`config.mk`:
```
export PLATFORM = sky130hd
export DESIGN_NAME = payload_protocol_classifier_unit_flat
export DESIGN_NICKNAME = d
export VERILOG_FILES = /design/src/hdl/ppc_pkg.sv /design/src/hdl/ppc_head_if.sv /design/src/hdl/ppc_verdict_if.sv /design/src/hdl/ppc_lane.sv /design/src/hdl/ppc_merge.sv /design/src/hdl/payload_protocol_classifier_unit.sv /design/src/flat_wrapper.sv
export SDC_FILE = /design/constraint.sdc
export NUM_CORES = 1
export LEC_CHECK = 0
export BUFFER_PORTS_ARGS = -buffer_cell sky130_fd_sc_hd__buf_2
export CORE_ASPECT_RATIO = 0.7
export CORE_UTILIZATION = 47
export CTS_BUF_LIST = sky130_fd_sc_hd__clkbuf_8
export DETAILED_ROUTE_END_ITERATION = 10
export HOLD_SLACK_MARGIN = 0.02
export PLACE_DENSITY = 0.83
export SKIP_LAST_GASP = 1
export SYNTH_ARGS = -nofsm -noshare
export SYNTH_HDL_FRONTEND = slang
export SYNTH_SLANG_ARGS = --single-unit
```
`constraint.sdc`:
```
create_clock -name clk -period 3.1 [get_ports clk]
set_input_delay 0.465 -clock clk [delete_from_list [all_inputs] [get_ports clk]]
set_output_delay 0.465 -clock clk [all_outputs]
set_load 0.02 [all_outputs]
```
`src/hdl/ppc_pkg.sv`:
```
// types, codes and signature table of the payload protocol classifier
package ppc_pkg;

    localparam int HEAD_BITS = 128;
    localparam int LEN_W = 16;
    localparam int MIN_LEN_W = 5;
    localparam int NUM_PATS = 35;
    localparam int IDX_QUIC = 8;
    localparam int IDX_COAP = 9;
    localparam int DNS_AFTER = 9;
    localparam int MIN_PAYLOAD = 2;
    localparam int DNS_MIN_LEN = 12;
    localparam int NTP_MIN_LEN = 8;
    localparam int DNS_COUNT_LIMIT = 64;

    typedef enum logic [3:0] {
        CODE_UNKNOWN = 4'd0,
        CODE_TLS     = 4'd1,
        CODE_SSH     = 4'd2,
        CODE_MQTT    = 4'd3,
        CODE_RTSP    = 4'd4,
        CODE_QUIC    = 4'd5,
        CODE_COAP    = 4'd6,
        CODE_DNS     = 4'd7,
        CODE_HTTP1   = 4'd8,
        CODE_HTTP2   = 4'd9,
        CODE_SIP     = 4'd10,
        CODE_SMTP    = 4'd11,
        CODE_NTP     = 4'd12,
        CODE_FTP     = 4'd13
    } code_t;

    typedef struct packed {
        logic [HEAD_BITS-1:0] value;
        logic [HEAD_BITS-1:0] mask;
        logic [MIN_LEN_W-1:0] min_len;
        logic                 definite;
        code_t                code;
    } pattern_t;

    typedef struct packed {
        logic [NUM_PATS-1:0] hit;
        logic                dns;
        logic                ntp;
        logic                len_ok;
    } lane_hits_t;

    typedef struct packed {
        code_t code;
        logic  by_signature;
    } result_t;

    function automatic logic [HEAD_BITS-1:0] lead_mask(input int unsigned n);
        lead_mask = ~({HEAD_BITS{1'b1}} >> (8 * n));
    endfunction

    // priority order, hint entries carry definite = 0
    localparam pattern_t PATTERNS [NUM_PATS] = '{
        '{{8'h16, 8'h03, 112'h0}, lead_mask(2), 5'd5, 1'b1, CODE_TLS},
        '{{"SSH-", 96'h0}, lead_mask(4), 5'd4, 1'b1, CODE_SSH},
        '{{8'h10, 120'h0}, {8'hF0, 120'h0}, 5'd0, 1'b1, CODE_MQTT},
        '{{"RTSP/", 88'h0}, lead_mask(5), 5'd5, 1'b1, CODE_RTSP},
        '{{"OPTIONS ", 64'h0}, lead_mask(8), 5'd8, 1'b1, CODE_RTSP},
        '{{"DESCRIBE ", 56'h0}, lead_mask(9), 5'd9, 1'b1, CODE_RTSP},
        '{{"SETUP ", 80'h0}, lead_mask(6), 5'd6, 1'b1, CODE_RTSP},
        '{{"PLAY ", 88'h0}, lead_mask(5), 5'd5, 1'b1, CODE_RTSP},
        '{{8'h80, 120'h0}, {8'h80, 120'h0}, 5'd6, 1'b0, CODE_QUIC},
        '{{8'h40, 120'h0}, {8'hC0, 120'h0}, 5'd4, 1'b0, CODE_COAP},
        '{{"GET ", 96'h0}, lead_mask(4), 5'd4, 1'b1, CODE_HTTP1},
        '{{"POST ", 88'h0}, lead_mask(5), 5'd5, 1'b1, CODE_HTTP1},
        '{{"PUT ", 96'h0}, lead_mask(4), 5'd4, 1'b1, CODE_HTTP1},
        '{{"DELETE ", 72'h0}, lead_mask(7), 5'd7, 1'b1, CODE_HTTP1},
        '{{"HEAD ", 88'h0}, lead_mask(5), 5'd5, 1'b1, CODE_HTTP1},
        '{{"OPTIONS ", 64'h0}, lead_mask(8), 5'd8, 1'b1, CODE_HTTP1},
        '{{"PATCH ", 80'h0}, lead_mask(6), 5'd6, 1'b1, CODE_HTTP1},
        '{{"HTTP/1.", 72'h0}, lead_mask(7), 5'd7, 1'b1, CODE_HTTP1},
        '{{"PRI * HTTP/2.0", 16'h0}, lead_mask(14), 5'd14, 1'b1, CODE_HTTP2},
        '{{"INVITE ", 72'h0}, lead_mask(7), 5'd7, 1'b1, CODE_SIP},
        '{{"REGISTER ", 56'h0}, lead_mask(9), 5'd9, 1'b1, CODE_SIP},
        '{{"ACK ", 96'h0}, lead_mask(4), 5'd4, 1'b1, CODE_SIP},
        '{{"BYE ", 96'h0}, lead_mask(4), 5'd4, 1'b1, CODE_SIP},
        '{{"SIP/2.0", 72'h0}, lead_mask(7), 5'd7, 1'b1, CODE_SIP},
        '{{"HELO ", 88'h0}, lead_mask(5), 5'd5, 1'b1, CODE_SMTP},
        '{{"EHLO ", 88'h0}, lead_mask(5), 5'd5, 1'b1, CODE_SMTP},
        '{{"MAIL FROM:", 48'h0}, lead_mask(10), 5'd10, 1'b1, CODE_SMTP},
        '{{"RCPT TO:", 64'h0}, lead_mask(8), 5'd8, 1'b1, CODE_SMTP},
        '{{"DATA", 96'h0}, lead_mask(4), 5'd4, 1'b1, CODE_SMTP},
        '{{"220 ", 96'h0}, lead_mask(4), 5'd4, 1'b1, CODE_SMTP},
        '{{"USER ", 88'h0}, lead_mask(5), 5'd5, 1'b1, CODE_FTP},
        '{{"PASS ", 88'h0}, lead_mask(5), 5'd5, 1'b1, CODE_FTP},
        '{{"220 ", 96'h0}, lead_mask(4), 5'd4, 1'b1, CODE_FTP},
        '{{"230 ", 96'h0}, lead_mask(4), 5'd4, 1'b1, CODE_FTP},
        '{{"530 ", 96'h0}, lead_mask(4), 5'd4, 1'b1, CODE_FTP}
    };

endpackage

```
`src/hdl/ppc_head_if.sv`:
```
// input channel carrying the payload head and length
interface ppc_head_if;
    logic        valid;
    logic        ready;
    logic [63:0] head_bytes_low;
    logic [63:0] head_bytes_high;
    logic [15:0] payload_length;

    modport source (output valid, head_bytes_low, head_bytes_high, payload_length,
                    input ready);
    modport sink (input valid, head_bytes_low, head_bytes_high, payload_length,
                  output ready);
endinterface

```
`src/hdl/ppc_verdict_if.sv`:
```
// output channel carrying the protocol verdict
interface ppc_verdict_if;
    logic       valid;
    logic       ready;
    logic [3:0] protocol_code;
    logic       by_signature;

    modport source (output valid, protocol_code, by_signature, input ready);
    modport sink (input valid, protocol_code, by_signature, output ready);
endinterface

```
`src/hdl/ppc_lane.sv`:
```
// one signature lane: masked compare of the head bytes plus length check
module ppc_lane (
    input  logic [ppc_pkg::HEAD_BITS-1:0] head_bytes,
    input  logic [ppc_pkg::LEN_W-1:0]     payload_length,
    input  ppc_pkg::pattern_t             pattern,
    output logic                          hit
);

    logic bytes_eq;
    logic len_ge;

    assign bytes_eq = (head_bytes & pattern.mask) == pattern.value;
    assign len_ge   = payload_length >= ppc_pkg::LEN_W'(pattern.min_len);
    assign hit      = bytes_eq && len_ge;

endmodule

```
`src/hdl/ppc_merge.sv`:
```
// merge of lane hits into one verdict in priority order
module ppc_merge (
    input  ppc_pkg::lane_hits_t hits,
    output ppc_pkg::result_t    result
);

    always_comb
    begin
        logic           found;
        ppc_pkg::code_t hint;
        found  = 1'b0;
        result = '{code: ppc_pkg::CODE_UNKNOWN, by_signature: 1'b0};
        for (int i = 0; i < ppc_pkg::NUM_PATS; i++)
        begin
            if (!found && ppc_pkg::PATTERNS[i].definite && hits.hit[i])
            begin
                found  = 1'b1;
                result = '{code: ppc_pkg::PATTERNS[i].code, by_signature: 1'b1};
            end
            if (i == ppc_pkg::DNS_AFTER && !found && hits.dns)
            begin
                found  = 1'b1;
                result = '{code: ppc_pkg::CODE_DNS, by_signature: 1'b1};
            end
        end
        // coap overrides quic, ntp only without an earlier hint
        if (hits.hit[ppc_pkg::IDX_COAP])
            hint = ppc_pkg::CODE_COAP;
        else if (hits.hit[ppc_pkg::IDX_QUIC])
            hint = ppc_pkg::CODE_QUIC;
        else if (hits.ntp)
            hint = ppc_pkg::CODE_NTP;
        else
            hint = ppc_pkg::CODE_UNKNOWN;
        if (!found)
            result = '{code: hint, by_signature: 1'b0};
        if (!hits.len_ok)
            result = '{code: ppc_pkg::CODE_UNKNOWN, by_signature: 1'b0};
    end

endmodule

```
`src/hdl/payload_protocol_classifier_unit.sv`:
```
// Payload protocol classifier: takes one word per cycle unless stalled (first sixteen
// payload bytes and the payload length) and returns one verdict word per input word,
// in order, through the hits register and then the result register. All 35 signature
// lanes plus the DNS count and NTP checks compare in the first stage; the second
// stage merges the lane hits by priority into the output register. A stalled
// output still lets one more word enter the first stage.
module payload_protocol_classifier_unit (
    input  logic          clk,
    input  logic          rst_n,
    ppc_head_if.sink      head,
    ppc_verdict_if.source verdict
);

    logic [ppc_pkg::HEAD_BITS-1:0] head_bytes;
    logic [ppc_pkg::NUM_PATS-1:0]  lane_hit;
    logic [15:0]                   dns_qd;
    logic [15:0]                   dns_an;
    ppc_pkg::lane_hits_t           hits_next;
    ppc_pkg::lane_hits_t           hits_reg;
    ppc_pkg::result_t              merged;
    ppc_pkg::result_t              result_reg;
    logic                          s1_valid_reg;
    logic                          s1_valid_next;
    logic                          out_valid_reg;
    logic                          out_valid_next;
    logic                          s1_adv;
    logic                          s2_adv;

    assign head_bytes = {head.head_bytes_low, head.head_bytes_high};

    for (genvar g = 0; g < ppc_pkg::NUM_PATS; g++)
    begin : g_lane
        ppc_lane u_lane (
            .head_bytes     (head_bytes),
            .payload_length (head.payload_length),
            .pattern        (ppc_pkg::PATTERNS[g]),
            .hit            (lane_hit[g])
        );
    end

    // dns question and answer counts, bytes 4..7
    assign dns_qd = head.head_bytes_low[31:16];
    assign dns_an = head.head_bytes_low[15:0];

    always_comb
    begin
        hits_next.hit    = lane_hit;
        hits_next.dns    = (head.payload_length >= ppc_pkg::LEN_W'(ppc_pkg::DNS_MIN_LEN))
                           && ((dns_qd != 16'd0) || (dns_an != 16'd0))
                           && (dns_qd < 16'(ppc_pkg::DNS_COUNT_LIMIT))
                           && (dns_an < 16'(ppc_pkg::DNS_COUNT_LIMIT));
        hits_next.ntp    = (head.payload_length >= ppc_pkg::LEN_W'(ppc_pkg::NTP_MIN_LEN))
                           && (head.head_bytes_low[58:56] != 3'd0);
        hits_next.len_ok = head.payload_length >= ppc_pkg::LEN_W'(ppc_pkg::MIN_PAYLOAD);
    end

    ppc_merge u_merge (
        .hits   (hits_reg),
        .result (merged)
    );

    assign s2_adv     = !out_valid_reg || verdict.ready;
    assign s1_adv     = !s1_valid_reg || s2_adv;
    assign head.ready = s1_adv;

    assign s1_valid_next  = s1_adv ? head.valid : s1_valid_reg;
    assign out_valid_next = s2_adv ? s1_valid_reg : out_valid_reg;

    always_ff @(posedge clk or negedge rst_n)
    begin
        if (!rst_n)
        begin
            s1_valid_reg  <= 1'b0;
            out_valid_reg <= 1'b0;
        end
        else
        begin
            s1_valid_reg  <= s1_valid_next;
            out_valid_reg <= out_valid_next;
        end
    end

    always_ff @(posedge clk)
    begin
        if (s1_adv && head.valid)
            hits_reg <= hits_next;
        if (s2_adv && s1_valid_reg)
            result_reg <= merged;
    end

    assign verdict.valid         = out_valid_reg;
    assign verdict.protocol_code = 4'(result_reg.code);
    assign verdict.by_signature  = result_reg.by_signature;

endmodule

```
`src/flat_wrapper.sv`:
```
// flat-port wrapper written by rule: the top's interface ports become plain ports
module payload_protocol_classifier_unit_flat 
  (clk, rst_n, head_valid, head_head_bytes_low, head_head_bytes_high, head_payload_length, head_ready, verdict_valid, verdict_protocol_code, verdict_by_signature, verdict_ready);
  ppc_head_if head_i ();
  ppc_verdict_if verdict_i ();
  input  logic clk;
  input  logic rst_n;
  input wire logic [$bits(head_i.valid)-1:0] head_valid;
  input wire logic [$bits(head_i.head_bytes_low)-1:0] head_head_bytes_low;
  input wire logic [$bits(head_i.head_bytes_high)-1:0] head_head_bytes_high;
  input wire logic [$bits(head_i.payload_length)-1:0] head_payload_length;
  output wire logic [$bits(head_i.ready)-1:0] head_ready;
  output wire logic [$bits(verdict_i.valid)-1:0] verdict_valid;
  output wire logic [$bits(verdict_i.protocol_code)-1:0] verdict_protocol_code;
  output wire logic [$bits(verdict_i.by_signature)-1:0] verdict_by_signature;
  input wire logic [$bits(verdict_i.ready)-1:0] verdict_ready;
  assign head_i.valid = head_valid;
  assign head_i.head_bytes_low = head_head_bytes_low;
  assign head_i.head_bytes_high = head_head_bytes_high;
  assign head_i.payload_length = head_payload_length;
  assign head_ready = head_i.ready;
  assign verdict_valid = verdict_i.valid;
  assign verdict_protocol_code = verdict_i.protocol_code;
  assign verdict_by_signature = verdict_i.by_signature;
  assign verdict_i.ready = verdict_ready;
  payload_protocol_classifier_unit u_core (.clk(clk), .rst_n(rst_n), .head(head_i), .verdict(verdict_i));
endmodule
```
# Yosys cells after proc, flatten, opt, wreduce, memory -nomap -nowiden
# Index checks and enable logic that the tools add are counted.
classes:
  magnitude_cmp: 13
  n_eq_ne: 32
  n_mux: 72
  n_reduce_logical: 114
ops:
  columns: ["cell", "n"]
  rows:
  - ["equality test 40 x 39 -> 1 bit, second input constant", 8]
  - ["equality test 56 x 55 -> 1 bit, second input constant", 4]
  - ["equality test 32 x 31 -> 1 bit, second input constant", 6]
  - ["two-way mux 5 bit", 34]
  - ["equality test 72 x 71 -> 1 bit, second input constant", 2]
  - ["equality test 64 x 63 -> 1 bit, second input constant", 2]
  - ["equality test 112 x 111 -> 1 bit, second input constant", 1]
  - ["equality test 32 x 30 -> 1 bit, second input constant", 3]
  - ["equality test 48 x 47 -> 1 bit, second input constant", 2]
  - ["equality test 80 x 79 -> 1 bit, second input constant", 1]
  - [">= comparator 16 x 4 -> 1 bit, second input constant", 5]
  - ["logical AND 1 bit", 72]
  - [">= comparator 16 x 3 -> 1 bit, second input constant", 4]
  - ["logical NOT 1 bit", 35]
  - ["two-way mux 1 bit", 34]
  - ["less-than comparator 16 x 7 -> 1 bit, second input constant", 2]
  - ["nonzero test 16 bit", 2]
  - ["equality test 16 x 13 -> 1 bit, second input constant", 1]
  - [">= comparator 16 x 1 -> 1 bit, second input constant", 1]
  - [">= comparator 16 x 2 -> 1 bit, second input constant", 1]
  - ["two-way mux 4 bit", 3]
  - ["equality test 4 x 1 -> 1 bit, second input constant", 1]
  - ["logical OR 1 bit", 3]
  - ["nonzero test 3 bit", 1]
  - ["3 further kinds", 3]
word_totals:
  reg_bits: 45
  in_bits: 148
  output_inout_bits: 7

# Longest topological paths before layout
logic_depth:
  word_depth: 101
  mapped_depth: 6

# By module
# From an unflattened synthesis, not the netlist that was laid out.
unflattened:
  hier_cells: 11243
  area_unflattened_um2: 72946.2
by_module_without_submodules:
  columns: ["module", "n_inst", "cells_per_inst", "area_per_inst_um2"]
  rows:
  - ["ppc_lane", 35, 318, 2033.2]
  - ["payload_protocol_classifier_unit", 1, 74, 1524.0]
  - ["ppc_merge", 1, 39, 260.2]

# Least setup slack after synthesis
# OpenSTA, ideal clock, no wires.
synth_timing:
  path_type: "input to register"
  start: "in head_head_bytes_low[36]"
  end: "reg u_core.hits_reg[18] (netlist name), data pin"
  setup_ns: 0.134
  arrival_ns: 1.940
  path_slack_ns: 1.026
  path_stages: 4
  path_buffers: 0
  path_cell_list: "or4b_4 -> or4b_4 -> nor4_1 -> and4_1"
synth_via:
  elab_chain_len: 2
synth_lines:
  columns: ["element", "line_no", "rtl"]
  rows:
  - ["start, declared", "flat_wrapper.sv:9", "input wire logic [$bits(head_i.head_bytes_low)-1:0] head_head_bytes_low;"]
  - ["equality test 64 x 63 -> 1 bit", "ppc_lane.sv:12", "assign bytes_eq = (head_bytes & pattern.mask) == pattern.value;"]
  - ["logical AND 1 bit", "ppc_lane.sv:14", "assign hit = bytes_eq && len_ge;"]
  - ["named net u_core.g_lane[15].u_lane.hit", "ppc_lane.sv:6", "output logic hit"]
  - ["end signal, assigned", "payload_protocol_classifier_unit.sv:86", "hits_reg <= hits_next;"]
  - ["end, declared", "payload_protocol_classifier_unit.sv:19", "ppc_pkg::lane_hits_t hits_reg;"]
# The timed path passes the listed nets, and every way through them passes these cells.
# A chain may end at the register's enable or synchronous reset.

# Worst setup path after layout
layout_timing:
  start: "in head_head_bytes_low[45]"
  end: "reg u_core.hits_reg[21] (netlist name), data pin"
layout_via:
  elab_chain_len: 2
layout_lines:
  columns: ["element", "line_no"]
  rows:
  - ["equality test 112 x 111 -> 1 bit", "ppc_lane.sv:12"]
  - ["logical AND 1 bit", "ppc_lane.sv:14"]
  - ["named net u_core.g_lane[18].u_lane.hit", "ppc_lane.sv:6"]
# The timed path passes the listed nets, and every way through them passes these cells.

==> flow_summary.ini <==
[run_status]
run_status = finished clean

[clock_tree]
cts_buffer_depth = 2
post_cts_resized = 0
tritoncts = yes
clock_sink_count = 43
cts.clk_slew.worst_paths_ns = 0.07
cts_hold_buf = 1
clock_tree.root_cell = clkbuf_8
postCtsSetupBuffers = 0
clk_latency_ns = 0.29
numCtsBuffers = 5
number_of_h_tree_levels = 2

[worst_setup_path]
worst-r2r-cell-count = 5
cp-start-kind = primary input
path_buf_inv = 3
crit_path_start = head_head_bytes_low[45]
critical_path_arrival_ns = 2.49
worst-setup-path-type = in2reg
setup_crit_end_kind = register
required_time_at_the_endpoint_of_the_critical_path_ns = 3.26
worstReg2RegStart = u_core.hits_reg[10]$_DFFE_PP_
critical_path.most_common_cell = buf_4
worst_setup_slack_for_register_to_register_paths_ns = 1.17
worstReg2RegEnd = u_core.verdict.protocol_code[0]$_SDFFCE_PN0P_
worstPathCellList = buf_2 -> nor4b_2 -> buf_4 -> nor3b_2 -> nand4_1 -> a211o_1 -> nor4_1 -> buf_4
cpPeakStageDelay_ns = 0.39
path_max_fanout = 4
slowest_stage = a211o_1
cpLargestDelayFamily = simple AND/OR/NAND/NOR gates

[power]
irDropWorstVdd_v = 0.000225
share_comb_of_total_power_pct = 18.6
totalPowerFinal_mw = 1.43
p_sw_mw = 0.336
pwr-share-clk_pct = 34.0
powerDensity_nw_per_um2 = 335
power.internal_mw = 1.10
power.sequential.fraction_pct = 47.4
power.static_leakage_nw = 1.51
p_sw_share_pct = 23.4

[final_layout]
final-seq-area_um2 = 1280
fillCellCount = 608
final_layout_size_suffix_gt1_share_pct = 31.5
antenna_cells_inserted = 0
multi_input_area_um2 = 1940
area_growth_pct = 30.6
largest_reg_flops = 36
num-nets-final = 667

[sta]
finClkSkew_ns = 0.00500
max_clock_freq_mhz = 429
setup_total_negative_slack_ns = 0
final-setup-viol-count = 0
grt_setup_unrepaired = no
timing.max_slew.rel_slack_pct = 49.2
layout_min_cycle_time_ns = 2.33
number_of_endpoints_with_negative_hold_slack_in_the_final_report = 0
final.period_utilization_pct = 75.3
final-max-slew-violation-count = 0
timing_worst_slew_pin_value_ns = 0.752

[routing]
route.detailed.wl_per_inst_um = 19.6
drt_drc_violations_left = 0
drt-met1-wl_um = 4710
met3RoutedLength_um = 1450
routed-wl-met2_um = 5690
dr.pass1.iters = 8
top_layer = met4
route.vias.total = 3900
detail_route.wirelength_um = 12000
detail_route.vias_per_cell = 6.35
final_antenna_net_count = 0
drtIter0Drc = 606

[synthesis]
synth-seq-cells = 43
asyncSetResetFlopFracSynth_pct = 4.65
synth-adder-area-share_pct = 0
post_synth_inst_count = 368
dominant_combinational_cell_family_by_area_after_synthesis = simple AND/OR/NAND/NOR gates
synth_top_area_share_pct = 37.7
postSynthNetCount = 516
area_share_of_and_or_nand_nor_cells_after_synthesis_pct = 54.5
ys_top_cells_by_count = nor4_1, edfxtp_1, nand2_1
post_synth_xor_xnor_area_pct = 0
post-synth-top-count-cell = nor4_1
synth_compound_area_share_pct = 4.94
post_synthesis_sequential_area_ratio_pct = 39.2
yosys.cell_types.count = 46
synth_top_cells_by_area = edfxtp_1, nor4_1, nand4_1, nand2_1, nor2_1
ys_dominant_reg_cell = edfxtp_1
syn_area_um2 = 3270
synthesis.area_per_instance_um2 = 8.88
synth_area_leader_cell = edfxtp_1
synthesis.yosys.warnings = 0
synth.mux.area_fraction_pct = 0
synth_edf_count = 41

[grt]
grt_pass1_vias = 3584
global_route_usage_sum_pct = 33.7
grt_start_max_net_pins = 37
global_route_overflow = 0
initial_antenna_violation_count = 0
grt_first_pass_wirelength_um = 18200

[placed_design]
dp.final_hpwl_um = 10300
place_congestion = 0.970
io_buffer_count = 138

[min_path]
hold_path_class = in2reg
hold-path-endpoint = u_core.s1_valid_reg$_DFFE_PN0N_
hp-start = head_valid
holdPathStages = 2

[floorplan]
horizontal_die_dimension_um = 102
die_height_um = 71.8
core_um2 = 6730
pin_count = 155
initial_utilization_pct = 48.6
floorplan.rows = 25
die-area_um2 = 7290

[flow_run]
cap_viol_max_count = 0
final cells by class:
class	instances	share of cell area, %
Multi-Input combinational cell	313	45.5
Sequential cell	43	30.0
Timing Repair Buffer	147	17.8
Tap cell	94	2.76
Clock buffer	5	1.61
Clock inverter	3	1.50
Inverter	9	0.792
power groups by stage:
stage	sequential (mW)	combinational [mW]	clock, mW
after floorplan	0.696	0.0933	0
after global placement	0.690	0.256	0
after detailed placement	0.692	0.260	0
after CTS	0.679	0.262	0.496
after global routing	0.681	0.287	0.518
final	0.679	0.266	0.486
worst max path at each step:
stage	slack, ns	cells past startpoint	endpoint
final	0.77	8	u_core.hits_reg[21]$_DFFE_PP_
after global routing	0.70	8	u_core.hits_reg[21]$_DFFE_PP_
after CTS	0.85	8	u_core.hits_reg[21]$_DFFE_PP_
after detailed placement	0.56	8	u_core.hits_reg[21]$_DFFE_PP_
after global placement	0.55	8	u_core.hits_reg[21]$_DFFE_PP_
after floorplan	1.03	4	u_core.hits_reg[18]$_DFFE_PP_
metrics by stage:
stage / cell area (um^2) / utilization, % / cells / hold WS (ns) / setup slack (ns)
2_1_floorplan: 3270 / - / 368 / 0.169 / 1.03
3_3_place_gp: 4120 / 61.3 / 605 / 0.249 / 0.554
5_1_grt: 4270 / 63.4 / 614 / 0.370 / 0.700
6_report: 4270 / 63.4 / 614 / 0.373 / 0.767
4_1_cts: 4270 / 63.4 / 614 / 0.363 / 0.854
3_5_place_dp: 4120 / 61.3 / 605 / 0.251 / 0.558
worst register-to-register path, stage by stage, from the launching register on:
cell	delay [ns]
edfxtp_1	0.36
nor4_1	0.45
nand4_1	0.29
nand4bb_1	0.30
nand2_1	0.18
o22ai_1	0.11
layout by cell type, fill, tap and decap left out, types with 9 or more instances in the layout:
master and instances:
nand2b_1 11, nand2_1 38, inv_1 10, nand4_1 27, buf_2 138, nor4b_1 10
or4_1 11, nor3_1 20, edfxtp_1 41, nor2_1 36, nand3_1 21, nor2b_1 9
nor4_1 45
logic make-up (layout without fill, tap and decap cells):
family	after synthesis	after routing
buffers and inverters	12	164
DFF	43	43
and+or+nand+nor	291	291
AOI/OAI and AO/OA	22	22
routing by layer:
| layer | global-route usage [%] | vias to the layer above |
|---|---|---|
| li1 | - | 1809 |
| met1 | 43.4 | 1789 |
| met2 | 57.0 | 270 |
| met3 | 9.07 | 32 |
| met4 | 6.60 | 0 |
| met5 | 0 | - |
Note: power is estimated with default switching activity, not from simulation.
